--- src/hdl/odms_pkg.sv ---
// Shared types, constants and the quarter-wave sine table of the omni drive.
// Used by every module of the block but the checker; depends on nothing.
`default_nettype none

package odms_pkg;

  localparam int POSITION_WIDTH = 32;
  localparam int PADDR_W        = 4;
  localparam int DATA_W         = 32;

  // Magnitude of a position as fed to the multiplier; anything wider saturates.
  localparam int ABS_CLIP_W = (POSITION_WIDTH < 33) ? POSITION_WIDTH : 33;
  localparam int MUL_A_W    = (ABS_CLIP_W > 31) ? ABS_CLIP_W : 31;
  localparam int MUL_B_W    = 25;
  localparam int PROD_W     = MUL_A_W + MUL_B_W;

  localparam logic [24:0] DEG_TO_RAD_Q30 = 25'd18740330;
  localparam logic [15:0] LEVEL_FULL     = 16'd32768;

  localparam logic [1:0] OP_MOVE   = 2'd0;
  localparam logic [1:0] OP_ROTATE = 2'd1;
  localparam logic [1:0] OP_TICK   = 2'd2;

  localparam logic [1:0] REG_DUTY_SCALE  = 2'd0;
  localparam logic [1:0] REG_MM_PER_CNT  = 2'd1;
  localparam logic [1:0] REG_RADIUS      = 2'd2;
  localparam logic [1:0] REG_COUNTER_TOP = 2'd3;

  localparam logic [9:0]  DUTY_SCALE_RST  = 10'd500;
  localparam logic [15:0] MM_PER_CNT_RST  = 16'd1037;
  localparam logic [9:0]  RADIUS_RST      = 10'd115;
  localparam logic [15:0] COUNTER_TOP_RST = 16'd65535;

  localparam logic [9:0] DEG_QUARTER  = 10'd90;
  localparam logic [9:0] DEG_HALF     = 10'd180;
  localparam logic [9:0] DEG_3QUARTER = 10'd270;
  localparam logic [9:0] DEG_TURN     = 10'd360;
  localparam logic [9:0] DEG_TWO_TURN = 10'd720;

  localparam int NUM_WHEELS = 3;
  localparam logic [1:0] LAST_WHEEL = 2'd2;

  typedef logic [9:0] offset_arr_t [0:NUM_WHEELS-1];
  // Heading offsets per wheel: a-60, a-180 and a-300 taken as a+300, a+180, a+60.
  localparam offset_arr_t WHEEL_OFFSET = '{10'd300, 10'd180, 10'd60};

  typedef logic [15:0] sine_tab_t [0:90];

  // Q1.15 sine of whole degrees 0..90 from an odd series to x^11 in Q30.
  function automatic sine_tab_t build_sine_tab();
    sine_tab_t   tab;
    logic [63:0] x;
    logic [63:0] x2;
    logic [63:0] term;
    logic [63:0] sum;
    logic [63:0] r;
    int          d;
    for (d = 0; d <= 90; d++) begin
      x    = 64'(d) * 64'(DEG_TO_RAD_Q30);
      x2   = (x * x) >> 30;
      term = x;
      sum  = x;
      term = ((term * x2) >> 30) / 64'd6;
      sum  = sum - term;
      term = ((term * x2) >> 30) / 64'd20;
      sum  = sum + term;
      term = ((term * x2) >> 30) / 64'd42;
      sum  = sum - term;
      term = ((term * x2) >> 30) / 64'd72;
      sum  = sum + term;
      term = ((term * x2) >> 30) / 64'd110;
      sum  = sum - term;
      r    = (sum + 64'd16384) >> 15;
      if (r > 64'd32768) begin
        r = 64'd32768;
      end
      tab[d] = r[15:0];
    end
    return tab;
  endfunction

  localparam sine_tab_t SINE_TAB = build_sine_tab();

  typedef struct packed {
    logic [9:0]  duty_scale;
    logic [15:0] mm_per_count_q16;
    logic [9:0]  robot_radius_mm;
    logic [15:0] counter_top;
  } cfg_t;

  typedef struct packed {
    logic [1:0]        op;
    logic [15:0]       drive_level;
    logic [15:0]       distance_mm;
    logic [9:0]        angle_deg;
    logic              rotate_ccw;
    logic [2:0][15:0]  count;
    logic [2:0]        down;
  } req_t;

  typedef struct packed {
    logic [MUL_A_W-1:0] a;
    logic [MUL_B_W-1:0] b;
  } mul_op_t;

  typedef struct packed {
    logic [2:0][9:0] duty;
    logic [2:0]      dir;
    logic            stopped;
  } res_t;

endpackage

`default_nettype wire

--- src/hdl/odms_regs.sv ---
// APB-style configuration registers of the omni drive.
// Depends on odms_pkg for the register map and the cfg_t bundle.
`default_nettype none

module odms_regs (
  input  logic                         clk,
  input  logic                         rst,
  input  logic                         psel,
  input  logic                         penable,
  input  logic                         pwrite,
  input  logic [odms_pkg::PADDR_W-1:0] paddr,
  input  logic [odms_pkg::DATA_W-1:0]  pwdata,
  output logic [odms_pkg::DATA_W-1:0]  prdata,
  output logic                         pready,
  output odms_pkg::cfg_t               cfg
);
  import odms_pkg::*;

  logic [1:0] reg_idx;

  assign reg_idx = paddr[PADDR_W-1:2];
  assign pready  = 1'b1;

  always_ff @(posedge clk) begin
    if (rst) begin
      cfg.duty_scale       <= DUTY_SCALE_RST;
      cfg.mm_per_count_q16 <= MM_PER_CNT_RST;
      cfg.robot_radius_mm  <= RADIUS_RST;
      cfg.counter_top      <= COUNTER_TOP_RST;
    end else if (psel && penable && pwrite) begin
      case (reg_idx)
        REG_DUTY_SCALE:  cfg.duty_scale       <= pwdata[9:0];
        REG_MM_PER_CNT:  cfg.mm_per_count_q16 <= pwdata[15:0];
        REG_RADIUS:      cfg.robot_radius_mm  <= pwdata[9:0];
        REG_COUNTER_TOP: cfg.counter_top      <= pwdata[15:0];
        default: ;
      endcase
    end
  end

  always_comb begin
    case (reg_idx)
      REG_DUTY_SCALE:  prdata = DATA_W'(cfg.duty_scale);
      REG_MM_PER_CNT:  prdata = DATA_W'(cfg.mm_per_count_q16);
      REG_RADIUS:      prdata = DATA_W'(cfg.robot_radius_mm);
      REG_COUNTER_TOP: prdata = DATA_W'(cfg.counter_top);
      default:         prdata = '0;
    endcase
  end

endmodule

`default_nettype wire

--- src/hdl/odms_mul.sv ---
// Shared multiplier of the omni drive with a registered product.
// Depends on odms_pkg for the operand bundle and widths.
`default_nettype none

module odms_mul (
  input  logic                        clk,
  input  odms_pkg::mul_op_t           mul_op,
  output logic [odms_pkg::PROD_W-1:0] prod
);
  import odms_pkg::*;

  always_ff @(posedge clk) begin
    prod <= PROD_W'(mul_op.a) * PROD_W'(mul_op.b);
  end

endmodule

`default_nettype wire

--- src/hdl/odms_seq.sv ---
// Sequencer and wheel state of the omni drive: steps one request through the
// shared multiplier. Depends on odms_pkg (types, sine table, constants).
`default_nettype none

module odms_seq (
  input  logic                        clk,
  input  logic                        rst,
  input  odms_pkg::cfg_t              cfg,
  input  odms_pkg::req_t              req,
  input  logic                        req_valid,
  output logic                        req_ready,
  input  logic                        out_free,
  output logic                        res_load,
  output odms_pkg::res_t              res,
  output odms_pkg::mul_op_t           mul_op,
  input  logic [odms_pkg::PROD_W-1:0] prod
);
  import odms_pkg::*;

  localparam logic [3:0] S_IDLE    = 4'd0;
  localparam logic [3:0] S_MV_LVL  = 4'd1;
  localparam logic [3:0] S_MV_DUTY = 4'd2;
  localparam logic [3:0] S_MV_DIST = 4'd3;
  localparam logic [3:0] S_MV_TGT  = 4'd4;
  localparam logic [3:0] S_RT_DUTY = 4'd5;
  localparam logic [3:0] S_RT_RA   = 4'd6;
  localparam logic [3:0] S_RT_K    = 4'd7;
  localparam logic [3:0] S_RT_TGT  = 4'd8;
  localparam logic [3:0] S_TK_POS  = 4'd9;
  localparam logic [3:0] S_TK_ABS  = 4'd10;
  localparam logic [3:0] S_TK_MUL  = 4'd11;
  localparam logic [3:0] S_TK_CMP  = 4'd12;
  localparam logic [3:0] S_TK_END  = 4'd13;
  localparam logic [3:0] S_DONE    = 4'd14;

  logic [3:0] state;
  logic [3:0] state_next;
  logic [1:0] wi;
  logic       primed;
  logic       hit;
  logic       stop_flag;

  logic [15:0]               last_count     [0:NUM_WHEELS-1];
  logic [POSITION_WIDTH-1:0] wheel_position [0:NUM_WHEELS-1];
  logic [17:0]               target_travel  [0:NUM_WHEELS-1];
  logic [9:0]                held_duty      [0:NUM_WHEELS-1];
  logic                      held_dir       [0:NUM_WHEELS-1];

  // captured request and per-wheel scratch
  logic [1:0]            op_r;
  logic [15:0]           level_r;
  logic [15:0]           dist_r;
  logic [8:0]            amod_r;
  logic [9:0]            angle_r;
  logic                  ccw_r;
  logic [2:0][15:0]      cnt_r;
  logic [2:0]            down_r;
  logic [15:0]           mag_r;
  logic                  spos_r;
  logic [ABS_CLIP_W-1:0] abs_r;

  logic                      accept;
  logic [15:0]               level_clamp;
  logic [9:0]                amod_full;
  logic [9:0]                ang_sum;
  logic [9:0]                ang_w;
  logic [6:0]                quad_idx;
  logic                      quad_neg;
  logic [15:0]               mag;
  logic                      spos;
  logic [15:0]               cur_cnt;
  logic [15:0]               cur_last;
  logic [17:0]               diff;
  logic [17:0]               period;
  logic [17:0]               delta;
  logic [POSITION_WIDTH-1:0] pos_next;
  logic [POSITION_WIDTH-1:0] pos_cur;
  logic [POSITION_WIDTH-1:0] pos_abs;
  logic [ABS_CLIP_W-1:0]     pos_clip;
  logic [17:0]               tgt_cur;
  logic [17:0]               tgt_abs;
  logic                      travel_hit;
  logic [16:0]               mv_t;
  logic [17:0]               mv_tgt;

  assign req_ready = (state == S_IDLE);
  assign accept    = req_valid && req_ready;
  assign res_load  = (state == S_DONE) && out_free;

  assign level_clamp = (req.drive_level > LEVEL_FULL) ? LEVEL_FULL : req.drive_level;

  always_comb begin
    if (req.angle_deg >= DEG_TWO_TURN) begin
      amod_full = req.angle_deg - DEG_TWO_TURN;
    end else if (req.angle_deg >= DEG_TURN) begin
      amod_full = req.angle_deg - DEG_TURN;
    end else begin
      amod_full = req.angle_deg;
    end
  end

  // wheel heading and quadrant fold into the table
  assign ang_sum = {1'b0, amod_r} + WHEEL_OFFSET[wi];
  assign ang_w   = (ang_sum >= DEG_TURN) ? (ang_sum - DEG_TURN) : ang_sum;

  always_comb begin
    if (ang_w <= DEG_QUARTER) begin
      quad_idx = ang_w[6:0];
      quad_neg = 1'b0;
    end else if (ang_w <= DEG_HALF) begin
      quad_idx = 7'(DEG_HALF - ang_w);
      quad_neg = 1'b0;
    end else if (ang_w <= DEG_3QUARTER) begin
      quad_idx = 7'(ang_w - DEG_HALF);
      quad_neg = 1'b1;
    end else begin
      quad_idx = 7'(DEG_TURN - ang_w);
      quad_neg = 1'b1;
    end
  end

  assign mag  = SINE_TAB[quad_idx];
  assign spos = !quad_neg && (mag != 16'd0);

  // encoder change with wrap at counter_top + 1
  assign cur_cnt  = cnt_r[wi];
  assign cur_last = last_count[wi];
  assign diff     = {2'b00, cur_cnt} - {2'b00, cur_last};
  assign period   = {2'b00, cfg.counter_top} + 18'd1;

  always_comb begin
    if ((cur_cnt > cur_last) && down_r[wi]) begin
      delta = diff - period;
    end else if ((cur_cnt < cur_last) && !down_r[wi]) begin
      delta = diff + period;
    end else begin
      delta = diff;
    end
  end

  assign pos_cur  = wheel_position[wi];
  assign pos_next = pos_cur + {{(POSITION_WIDTH-18){delta[17]}}, delta};
  assign pos_abs  = pos_cur[POSITION_WIDTH-1] ? (~pos_cur + 1'b1) : pos_cur;
  assign pos_clip = (|(pos_abs >> ABS_CLIP_W)) ? '1 : pos_abs[ABS_CLIP_W-1:0];

  assign tgt_cur    = target_travel[wi];
  assign tgt_abs    = tgt_cur[17] ? (~tgt_cur + 1'b1) : tgt_cur;
  assign travel_hit = prod[PROD_W-1:16] > (PROD_W-16)'(tgt_abs);

  assign mv_t   = prod[31:15];
  assign mv_tgt = spos_r ? (18'd0 - {1'b0, mv_t}) : {1'b0, mv_t};

  always_comb begin
    mul_op.a = '0;
    mul_op.b = '0;
    case (state)
      S_MV_LVL: begin
        mul_op.a = MUL_A_W'(level_r);
        mul_op.b = MUL_B_W'(mag);
      end
      S_MV_DUTY: begin
        mul_op.a = MUL_A_W'(prod[30:0]);
        mul_op.b = MUL_B_W'(cfg.duty_scale);
      end
      S_MV_DIST: begin
        mul_op.a = MUL_A_W'(dist_r);
        mul_op.b = MUL_B_W'(mag_r);
      end
      S_RT_DUTY: begin
        mul_op.a = MUL_A_W'(level_r);
        mul_op.b = MUL_B_W'(cfg.duty_scale);
      end
      S_RT_RA: begin
        mul_op.a = MUL_A_W'(cfg.robot_radius_mm);
        mul_op.b = MUL_B_W'(angle_r);
      end
      S_RT_K: begin
        mul_op.a = MUL_A_W'(prod[19:0]);
        mul_op.b = DEG_TO_RAD_Q30;
      end
      S_TK_MUL: begin
        mul_op.a = MUL_A_W'(abs_r);
        mul_op.b = MUL_B_W'(cfg.mm_per_count_q16);
      end
      default: ;
    endcase
  end

  always_comb begin
    state_next = state;
    case (state)
      S_IDLE: begin
        if (req_valid) begin
          case (req.op)
            OP_MOVE:   state_next = S_MV_LVL;
            OP_ROTATE: state_next = S_RT_DUTY;
            OP_TICK:   state_next = S_TK_POS;
            default:   state_next = S_DONE;
          endcase
        end
      end
      S_MV_LVL:  state_next = S_MV_DUTY;
      S_MV_DUTY: state_next = S_MV_DIST;
      S_MV_DIST: state_next = S_MV_TGT;
      S_MV_TGT:  state_next = (wi == LAST_WHEEL) ? S_DONE : S_MV_LVL;
      S_RT_DUTY: state_next = S_RT_RA;
      S_RT_RA:   state_next = S_RT_K;
      S_RT_K:    state_next = S_RT_TGT;
      S_RT_TGT:  state_next = S_DONE;
      S_TK_POS:  state_next = S_TK_ABS;
      S_TK_ABS:  state_next = S_TK_MUL;
      S_TK_MUL:  state_next = S_TK_CMP;
      S_TK_CMP:  state_next = (wi == LAST_WHEEL) ? S_TK_END : S_TK_POS;
      S_TK_END:  state_next = S_DONE;
      S_DONE:    state_next = out_free ? S_IDLE : S_DONE;
      default:   state_next = S_IDLE;
    endcase
  end

  always_ff @(posedge clk) begin
    if (rst) begin
      state     <= S_IDLE;
      wi        <= 2'd0;
      primed    <= 1'b0;
      hit       <= 1'b0;
      stop_flag <= 1'b0;
      for (int i = 0; i < NUM_WHEELS; i++) begin
        last_count[i]     <= '0;
        wheel_position[i] <= '0;
        target_travel[i]  <= '0;
        held_duty[i]      <= '0;
        held_dir[i]       <= 1'b0;
      end
    end else begin
      state <= state_next;
      case (state)
        S_IDLE: begin
          if (accept) begin
            wi        <= 2'd0;
            hit       <= 1'b0;
            stop_flag <= 1'b0;
          end
        end
        S_MV_DUTY: held_dir[wi] <= spos_r && (prod != '0);
        S_MV_DIST: held_duty[wi] <= prod[39:30];
        S_MV_TGT: begin
          target_travel[wi] <= mv_tgt;
          wi                <= wi + 2'd1;
        end
        S_RT_RA: begin
          for (int i = 0; i < NUM_WHEELS; i++) begin
            held_duty[i] <= prod[24:15];
            held_dir[i]  <= ccw_r;
          end
        end
        S_RT_TGT: begin
          for (int i = 0; i < NUM_WHEELS; i++) begin
            target_travel[i]  <= prod[47:30];
            wheel_position[i] <= '0;
            last_count[i]     <= '0;
          end
        end
        S_TK_POS: begin
          wheel_position[wi] <= primed ? pos_next : '0;
          last_count[wi]     <= cur_cnt;
        end
        S_TK_CMP: begin
          if (travel_hit) begin
            hit <= 1'b1;
          end
          wi <= wi + 2'd1;
        end
        S_TK_END: begin
          if (hit) begin
            for (int i = 0; i < NUM_WHEELS; i++) begin
              held_duty[i] <= '0;
            end
            primed    <= 1'b0;
            stop_flag <= 1'b1;
          end else begin
            primed <= 1'b1;
          end
        end
        default: ;
      endcase
    end
  end

  always_ff @(posedge clk) begin
    if (accept) begin
      op_r    <= req.op;
      level_r <= level_clamp;
      dist_r  <= req.distance_mm;
      amod_r  <= amod_full[8:0];
      angle_r <= req.angle_deg;
      ccw_r   <= req.rotate_ccw;
      cnt_r   <= req.count;
      down_r  <= req.down;
    end
    if (state == S_MV_LVL) begin
      mag_r  <= mag;
      spos_r <= spos;
    end
    if (state == S_TK_ABS) begin
      abs_r <= pos_clip;
    end
  end

  assign res.duty    = {held_duty[2], held_duty[1], held_duty[0]};
  assign res.dir     = {held_dir[2], held_dir[1], held_dir[0]};
  assign res.stopped = stop_flag && (op_r == OP_TICK);

endmodule

`default_nettype wire

--- src/hdl/omni_drive_move_and_stop.sv ---
// Three-wheel omni drive: move, rotate and stop-on-target; top level.
// The sequencer is free for the next request once its result is registered. All products
// run through one registered 32x25 multiplier, one product per cycle. Synchronous reset
// clears control, wheel state and registers to their defaults; no clearing pass. Uses
// odms_pkg.
`default_nettype none

module omni_drive_move_and_stop (
  input  logic                         clk,
  input  logic                         rst,
  // request channel
  input  logic                         in_valid,
  output logic                         in_ready,
  input  logic [1:0]                   op,
  input  logic [15:0]                  drive_level,
  input  logic [15:0]                  distance_mm,
  input  logic [9:0]                   angle_deg,
  input  logic                         rotate_ccw,
  input  logic [15:0]                  count_a,
  input  logic [15:0]                  count_b,
  input  logic [15:0]                  count_c,
  input  logic                         down_a,
  input  logic                         down_b,
  input  logic                         down_c,
  // result channel
  output logic                         out_valid,
  input  logic                         out_ready,
  output logic [9:0]                   duty_a,
  output logic [9:0]                   duty_b,
  output logic [9:0]                   duty_c,
  output logic                         dir_a,
  output logic                         dir_b,
  output logic                         dir_c,
  output logic                         stopped,
  // configuration
  input  logic                         psel,
  input  logic                         penable,
  input  logic                         pwrite,
  input  logic [odms_pkg::PADDR_W-1:0] paddr,
  input  logic [odms_pkg::DATA_W-1:0]  pwdata,
  output logic [odms_pkg::DATA_W-1:0]  prdata,
  output logic                         pready
);
  import odms_pkg::*;

  cfg_t                 cfg;
  req_t                 req;
  res_t                 res;
  mul_op_t              mul_op;
  logic [PROD_W-1:0]    prod;
  logic                 out_free;
  logic                 res_load;

  // Bundle the request fields; wheel one sits in lane zero.
  assign req.op          = op;
  assign req.drive_level = drive_level;
  assign req.distance_mm = distance_mm;
  assign req.angle_deg   = angle_deg;
  assign req.rotate_ccw  = rotate_ccw;
  assign req.count       = {count_c, count_b, count_a};
  assign req.down        = {down_c, down_b, down_a};

  odms_regs u_regs (
    .clk     (clk),
    .rst     (rst),
    .psel    (psel),
    .penable (penable),
    .pwrite  (pwrite),
    .paddr   (paddr),
    .pwdata  (pwdata),
    .prdata  (prdata),
    .pready  (pready),
    .cfg     (cfg)
  );

  odms_mul u_mul (
    .clk    (clk),
    .mul_op (mul_op),
    .prod   (prod)
  );

  odms_seq u_seq (
    .clk       (clk),
    .rst       (rst),
    .cfg       (cfg),
    .req       (req),
    .req_valid (in_valid),
    .req_ready (in_ready),
    .out_free  (out_free),
    .res_load  (res_load),
    .res       (res),
    .mul_op    (mul_op),
    .prod      (prod)
  );

  // The output register frees the sequencer: a finished result waits here while the
  // next request is already being worked on. Hold the sequencer in its last state only
  // while this register still carries a result nobody has taken.
  assign out_free = !out_valid || out_ready;

  always_ff @(posedge clk) begin
    if (rst) begin
      out_valid <= 1'b0;
    end else if (res_load) begin
      out_valid <= 1'b1;
    end else if (out_ready) begin
      out_valid <= 1'b0;
    end
  end

  // Payload needs no reset: it is only looked at while out_valid is high.
  always_ff @(posedge clk) begin
    if (res_load) begin
      duty_a  <= res.duty[0];
      duty_b  <= res.duty[1];
      duty_c  <= res.duty[2];
      dir_a   <= res.dir[0];
      dir_b   <= res.dir[1];
      dir_c   <= res.dir[2];
      stopped <= res.stopped;
    end
  end

endmodule

`default_nettype wire

--- config.mk ---
export PLATFORM = sky130hd
export DESIGN_NAME = omni_drive_move_and_stop
export DESIGN_NICKNAME = d
export VERILOG_FILES = /design/src/hdl/odms_pkg.sv /design/src/hdl/odms_regs.sv /design/src/hdl/odms_mul.sv /design/src/hdl/odms_seq.sv /design/src/hdl/omni_drive_move_and_stop.sv
export SDC_FILE = /design/constraint.sdc
export NUM_CORES = 2
export LEC_CHECK = 0
export ABC_AREA = 1
export BUFFER_PORTS_ARGS = -buffer_cell sky130_fd_sc_hd__buf_2
export CAP_MARGIN = 40
export CORE_UTILIZATION = 50
export DETAILED_ROUTE_END_ITERATION = 8
export PLACE_DENSITY = 0.67
export SETUP_SLACK_MARGIN = 0.02
export SLEW_MARGIN = 40
export SYNTH_ARGS = -nofsm -noshare
export SYNTH_HDL_FRONTEND = slang
export SYNTH_SLANG_ARGS = --single-unit
--- constraint.sdc ---
create_clock -name clk -period 29.5 [get_ports clk]
set_clock_uncertainty 0.05 [all_clocks]
set_input_delay 1.475 -clock clk [delete_from_list [all_inputs] [get_ports clk]]
set_output_delay 1.475 -clock clk [all_outputs]
set_load 0.005 [all_outputs]
---- After elaboration in Yosys (flattened, before gate mapping) ----
Memories as Yosys holds them, arrays and structs flattened. A register that Yosys moved wholly into a read port is not among the register bits.
Cells that the tools add are included.
word-level totals
  flip-flop bits (word level) ............. 274
  memories kept ........................... 6
  bits in writable memories ............... 231
  bits in latches ......................... 0
  input port bits ......................... 139
  word-level logic and storage cells ...... 249
  memory bits (read-only) ................. 2,048
memory list
  memory                depth  width  rd ports  clocked after memory_dff  write ports  RTL line         RTL
  (no name shown)       128    16     1         0                         0            odms_seq.sv:122  assign mag = SINE_TAB[quad_idx];
  u_seq.wheel_position  3      32     1         1                         3            odms_seq.sv:44   logic [POSITION_WIDTH-1:0] wheel_position [0:NUM_WHEELS-1];
  u_seq.target_travel   3      18     1         1                         3            odms_seq.sv:45   logic [17:0] target_travel [0:NUM_WHEELS-1];
  u_seq.last_count      3      16     1         1                         3            odms_seq.sv:43   logic [15:0] last_count [0:NUM_WHEELS-1];
  u_seq.held_duty       3      10     3         3                         3            odms_seq.sv:46   logic [9:0] held_duty [0:NUM_WHEELS-1];
  u_seq.held_dir        3      1      3         3                         3            odms_seq.sv:47   logic held_dir [0:NUM_WHEELS-1];
operators by class
  bitwise gates (word level) .............. 22
  $lt $le $gt $ge ......................... 13
  eq/ne operators ......................... 25
  add/sub/neg operators ................... 16
  divide/modulo/power cells ............... 0
  shift operators ......................... 0
  reduce and logical (&&, ||, !) cells .... 36
  multipliers ............................. 1
  muxes and demuxes ....................... 104
operator list
  operator                                                                count
  57-bit case mux with 7 select lines                                     1
  32-bit two-way mux                                                      5
  18-bit two-way mux                                                      8
  32-bit case mux with 4 select lines                                     1
  16-bit two-way mux                                                      7
  10-bit two-way mux                                                      10
  32-bit by 25-bit multiplier with 57-bit output                          1
  57-bit nonzero test                                                     1
  4-bit case mux with 14 select lines                                     1
  1-bit two-way mux                                                       42
  41-bit by 18-bit > comparator with 1-bit output                         1
  32-bit by 1-bit adder with 32-bit output, second input constant         1
  32-bit adder                                                            1
  16-bit binary-select mux with 2-bit select                              1
  32-bit NOT                                                              1
  32-bit OR reduction                                                     1
  31-bit two-way mux                                                      1
  4-bit equality test, second input constant                              7
  2-bit two-way mux                                                       12
  7-bit two-way mux                                                       3
  10-bit binary-select mux with 2-bit select                              1
  10-bit by 9-bit >= comparator with 1-bit output, second input constant  2
  18-bit by 1-bit adder with 18-bit output, second input constant         1
  18-bit adder                                                            1
  54 further kinds                                                        106

---- Logic depth before layout (Yosys ltp) ----
  depth in word-level cells ............... 17
  gate-level depth with buffers ........... 81

---- By module ----
Synthesis repeated with hierarchy kept, for this count alone.
second synthesis, totals
  cell total of the unflattened synthesis .. 7,881
  area, all modules ....................... 62,411.1 um2
by module, submodules not included
  module                    area each (um2)  cells each  times used  seq. area each (um2)
  odms_mul                  29,477.0         4,040       1           1,141.1
  odms_seq                  29,408.2         3,444       1           13,673.1
  odms_regs                 2,462.4          358         1           1,041.0
  omni_drive_move_and_stop  1,063.5          39          1           1,041.0

---- Worst setup path before layout ----
Ideal clock, no wire load.
  path type ............................... reg-to-reg
  start ................................... register u_seq.wi[0]
  end ..................................... register u_mul.prod[50] (netlist bit)
  stages on the path, launching flop included .. 68
  path buffers ............................ 4
  library setup time ...................... 0.117 ns
  data arrival time ....................... 10.917 ns
  path slack .............................. 18.415 ns
  path through ............................ dfxtp_1 clkbuf_1 inv_1 clkbuf_1 clkbuf_1 ha_1 nor2_1 fa_1 nand3b_1 nand2_1 nand2_1 nand3_1 nand2_2 nand2_8 nand2_4 nand2_1 nand2_2 ha_1 [... 32 more ...] fa_1 inv_1 fa_1 inv_1 ha_1 a21oi_1 o21ai_0 a21oi_1 o21ai_1 a21oi_1 o21ai_0 a21boi_0 inv_1 a21oi_1 o21ai_0 nand2_1 nand2_1 xor2_1
on the way
  word-level cells in the longest chain between the ends .. 17
ends and longest elaborated chain
  what                                                                                                              RTL line         RTL
  start, declared                                                                                                   odms_seq.sv:38   logic [1:0] wi;
  start signal, assigned                                                                                            odms_seq.sv:248  wi <= wi + 2'd1;
  start signal, assigned                                                                                            odms_seq.sv:271  wi <= wi + 2'd1;
  2-bit NOT with 3-bit output (implied by the code) *                                                               odms_seq.sv:103  assign ang_sum = {1'b0, amod_r} + WHEEL_OFFSET[wi];
  10-bit binary-select mux with 2-bit select *                                                                      odms_seq.sv:103
  10-bit two-way mux (implied by the code) * (2 in series)                                                          odms_seq.sv:103
  9-bit by 10-bit adder with 10-bit output *                                                                        odms_seq.sv:103
  10-bit by 9-bit subtractor with 10-bit output or 10-bit by 9-bit >= comparator with 1-bit output (tied branches)  odms_seq.sv:104  assign ang_w = (ang_sum >= DEG_TURN) ? (ang_sum - DEG_TURN) : ang_sum;
  10-bit two-way mux *                                                                                              odms_seq.sv:104
  10-bit by 9-bit <= comparator with 1-bit output, or another cell as far along                                     odms_seq.sv:113  end else if (ang_w <= DEG_3QUARTER) begin
  7-bit two-way mux                                                                                                 odms_seq.sv:113
  7-bit two-way mux                                                                                                 odms_seq.sv:110  end else if (ang_w <= DEG_HALF) begin
  7-bit two-way mux *                                                                                               odms_seq.sv:107  if (ang_w <= DEG_QUARTER) begin
  7-bit NOT with 8-bit output (implied by the code) *                                                               odms_seq.sv:122
  memory read 128 x 16 bit *                                                                                        --
  16-bit two-way mux (implied by the code) * (2 in series)                                                          odms_seq.sv:122
  via u_seq.mag[7]                                                                                                  odms_seq.sv:69   logic [15:0] mag;
  57-bit case mux with 7 select lines *                                                                             odms_seq.sv:156  case (state)
  32-bit by 25-bit multiplier with 57-bit output *                                                                  odms_mul.sv:13   prod <= PROD_W'(mul_op.a) * PROD_W'(mul_op.b);
  end signal, assigned                                                                                              odms_mul.sv:13
  end, declared                                                                                                     odms_mul.sv:8    output logic [odms_pkg::PROD_W-1:0] prod
The timed path passes the listed nets; every way through them passes the cells marked *. The select of a mux whose other input is x is not followed.
A chain may end at the register's enable or synchronous reset.

---- Worst setup path after layout ----
  start ................................... register u_seq.wi[0]
  end ..................................... register u_mul.prod[47] (netlist bit)
Same word-level chain as after synthesis.

==> impl_summary.md <==
Yosys
The number of different library cells used by synthesis comes to 70. The average instance area after synthesis is 8.58 µm². Sequential elements use 30.3% of the synthesized area.

The most repeated cell in the gate-level netlist after synthesis is sky130_fd_sc_hd__inv_1. The number of flops mapped to enable cells by yosys is 482. In the synthesized netlist the async set-or-reset flop fraction comes to 0%. Ranked by instance count, the synthesized netlist is headed by 1,351 x sky130_fd_sc_hd__inv_1, 1,295 x sky130_fd_sc_hd__nand2_1, 630 x sky130_fd_sc_hd__nor2_1, 568 x sky130_fd_sc_hd__fa_1, 482 x sky130_fd_sc_hd__edfxtp_1. The number of warning messages in the yosys log is 0. After synthesis the netlist holds a flip-flop and latch count of 603. The number of standard cells after synthesis is 6,505. The share of synthesized area in the top cell type comes to 25.9%.

The largest total area in the synthesized netlist belongs to sky130_fd_sc_hd__edfxtp_1. The dominant synthesized flop cell is sky130_fd_sc_hd__edfxtp_1. The cell area that synthesis handed to floorplanning was 55,800 µm². By area the synthesized netlist is led by sky130_fd_sc_hd__edfxtp_1 26%, sky130_fd_sc_hd__fa_1 20%, sky130_fd_sc_hd__ha_1 9.1%.

Setup path
Along the worst path, the maximum fanout reaches 22. The delay contributed by the slowest stage of the critical path is 0.71 ns. The launching instance or port of the critical path is u_seq.wi[0]$_SDFFE_PP0N_. The critical path startpoint category is a flop. For flop-to-flop paths, the worst setup slack is 15.01 ns. The worst setup path is captured at a flop. The cell repeated most along the worst path is sky130_fd_sc_hd__nand2_1. STA puts the critical path data required time at 29.98 ns. The classification of the worst setup path is reg -> reg. The arrival time of the worst setup path is 14.97 ns.

The largest individual stage delay along the critical path comes from the cell sky130_fd_sc_hd__ha_1. In this run the critical register-to-register path is launched from u_seq.wi[0]$_SDFFE_PP0N_.

Global routing
The total routing usage reported by global routing is 29.0%. The number of global-route vias before repair is 44,100. The number of antenna violations at the first check in global routing is 4.

For this run the aggregate overflow at the end of global routing stands at 0. The first global-routing pass estimated 250,000 µm of wire. Entering global routing, the biggest net connects 81 pins.

Place
Routability-driven placement finished with a final weighted congestion of 0.968. Detailed placement finished with a half-perimeter wire length of 125,000 µm. The number of buffers added on ports is 172. In this run the cell area measured after placement is 58,400 µm².

Timing
Setup repair after global routing left no endpoint under its margin. The normalized max-slew margin is 37.6%. The hold violation count in the final report came to 0.

The final max-slew violation count is 0. The fmax is 69.0 MHz. Setup violations remaining at the end of the flow were counted as 0.

In the finished design, the share of the clock period the worst path needs comes to 49.1%. After routing, the total negative slack on setup checks comes to 0 ns. For the pin with the worst max-slew slack, the measured transition is 0.932 ns. The clock period minus worst slack is 14.49 ns.

CTS
Post-CTS timing repair inserted 0 buffers for setup. The worst-skew pair later-pin latency is 0.65 ns. The count of instances resized after the clock tree is built is 0.

Clock-pin slew was measured on the worst setup and hold paths at 0.08 ns. CTS built an H-tree with a depth of 2. TritonCTS built the clock tree. Counting the buffers created by CTS gives 55. Clock tree synthesis found a total of 603 sinks.

The root buffer cell chosen for the clock tree is sky130_fd_sc_hd__clkbuf_16. In this run, post-CTS hold repair placed 0 buffers. The number of buffers between clock root and the deepest sink is 3.

Routing
The detailed router placed 44,800 vias in this run. Once detail routing completed, the nets flagged for antenna violations numbered 0. The DRC violation count after routing is 0.

The detailed-route vias per instance is 5.47. In the final routed layout, each cell accounts on average for 20.0 µm. The pre-antenna-repair detailed-routing pass consisted of 8 iterations. After detailed routing, the total wire length is 163,000 µm.

The number of design-rule violations left by the first detailed-router iteration is 4,117.

Floorplanning
In this run the horizontal extent of the chip is 336 µm. The die covers 113,000 µm². During I/O placement, the number of pins put on the boundary was 208.

The die extent in y is 336 µm. Row generation in the floorplan step produced 122 rows. After floorplanning, the core was sized to cover 111,000 µm². The initial utilization of the core area, before any placement, comes to 50.4%.

Outcome
The flow ran to the end, and the final reports show no timing, DRC or antenna violations.

Cells and area
Of the cells placed in the final design, the portion with a size suffix greater than 1 is 7.75%. After the last flow step, the layout net total stands at 7,769. After routing the design area is 60,400 µm². The signed area change from the synthesized netlist to the final layout is 8.17%.

Hold path
The class of the tightest hold or removal check is reg -> reg. The start point of the worst min-delay path is u_seq.held_duty[2][3]$_DFFE_PP_.

Flow run
The max-cap violation count is 0.
[final timing paths]
path                       endpoint  cells after the start
min reg2reg     duty_c[3]$_DFFE_PP_                      0
max reg2reg  u_mul.prod[47]$_DFF_P_                     67
min             duty_c[3]$_DFFE_PP_                      0
max          u_mul.prod[47]$_DFF_P_                     67
[cell type report]
type | instances | area, µm²
fillers | 10200 | 50300
multi-input cells | 4369 | 33100
flip-flops and latches | 603 | 16900
inverters | 1389 | 5230
well taps | 1488 | 1860
clock buffers | 69 | 1530
repair buffers | 236 | 1410
clock inverters | 35 | 338
diodes | 3 | 7.51
[sequential cells by signal, summed over array words and instances (netlist names), 3 cells and up, named ones only]
signal                count
duty_a                   10
duty_b                   10
duty_c                   10
u_mul.prod               57
u_regs.cfg               52
u_seq.abs_r              32
u_seq.amod_r              6
u_seq.angle_r            10
u_seq.cnt_r              48
u_seq.dist_r             16
u_seq.down_r              3
u_seq.held_dir            3
u_seq.held_duty          30
u_seq.last_count         64
u_seq.level_r            16
u_seq.mag_r              16
u_seq.state               4
u_seq.target_travel      72
u_seq.wheel_position    128
[placed cells by master, fill, tap and decap left out, types with 131 or more instances in the layout]
cell,n
sky130_fd_sc_hd__nor2_1,611
sky130_fd_sc_hd__o21ai_0,237
sky130_fd_sc_hd__xor2_1,131
sky130_fd_sc_hd__fa_1,568
sky130_fd_sc_hd__a21oi_1,282
sky130_fd_sc_hd__nand2_1,1282
sky130_fd_sc_hd__inv_1,1351
sky130_fd_sc_hd__ha_1,408
sky130_fd_sc_hd__buf_2,173
sky130_fd_sc_hd__edfxtp_1,482
sky130_fd_sc_hd__nand3_1,202
[worst max-delay path, delay by kind of cell (launching register included)]
kind	cells	cell delay, ns
compound gates	9	2.53
xor+xnor	1	0.21
fa+ha+maj	12	5.55
buf+inv	14	1.86
flops	1	0.30
simple gates	31	3.83
[logic make-up (layout without fill, tap and decap cells)]
| kind of cell | Yosys count | after routing | synth area share [%] |
|---|---|---|---|
| and+or+nand+nor | 2343 | 2343 | 17.4 |
| buffers and inverters | 1608 | 1729 | 11.4 |
| adders and majority gates | 976 | 976 | 29.5 |
| AOI/OAI and AO/OA | 806 | 806 | 8.75 |
| DFF | 603 | 603 | 30.3 |
| xor gates and xnor gates | 167 | 167 | 2.62 |
| other | 2 | 80 | 0.0135 |
[routing by layer]
| layer | wire [µm] | up-vias | GRT usage [%] |
|---|---|---|---|
| met5 | 10 | - | 0 |
| li1 | - | 20700 | - |
| met2 | 73700 | 2051 | 46.5 |
| met1 | 68300 | 21700 | 39.6 |
| met4 | 7290 | 2 | 11.7 |
| met3 | 14200 | 337 | 4.12 |
[per-stage QoR]
step                      instances  util, %  setup slack [ns]  hold WS, ns
after CTS                      8188     54.5             15.12        0.360
after floorplan                6580        -             18.42        0.350
after global routing           8190     54.5             14.31        0.364
after global placement         8079     52.6             15.24        0.356
after detailed placement       8084     52.8             15.14        0.355
final                          8192     54.5             15.01        0.356
Power is not shown: default switching activity piles up to over one toggle a cycle in this logic, so the estimate is an artifact.
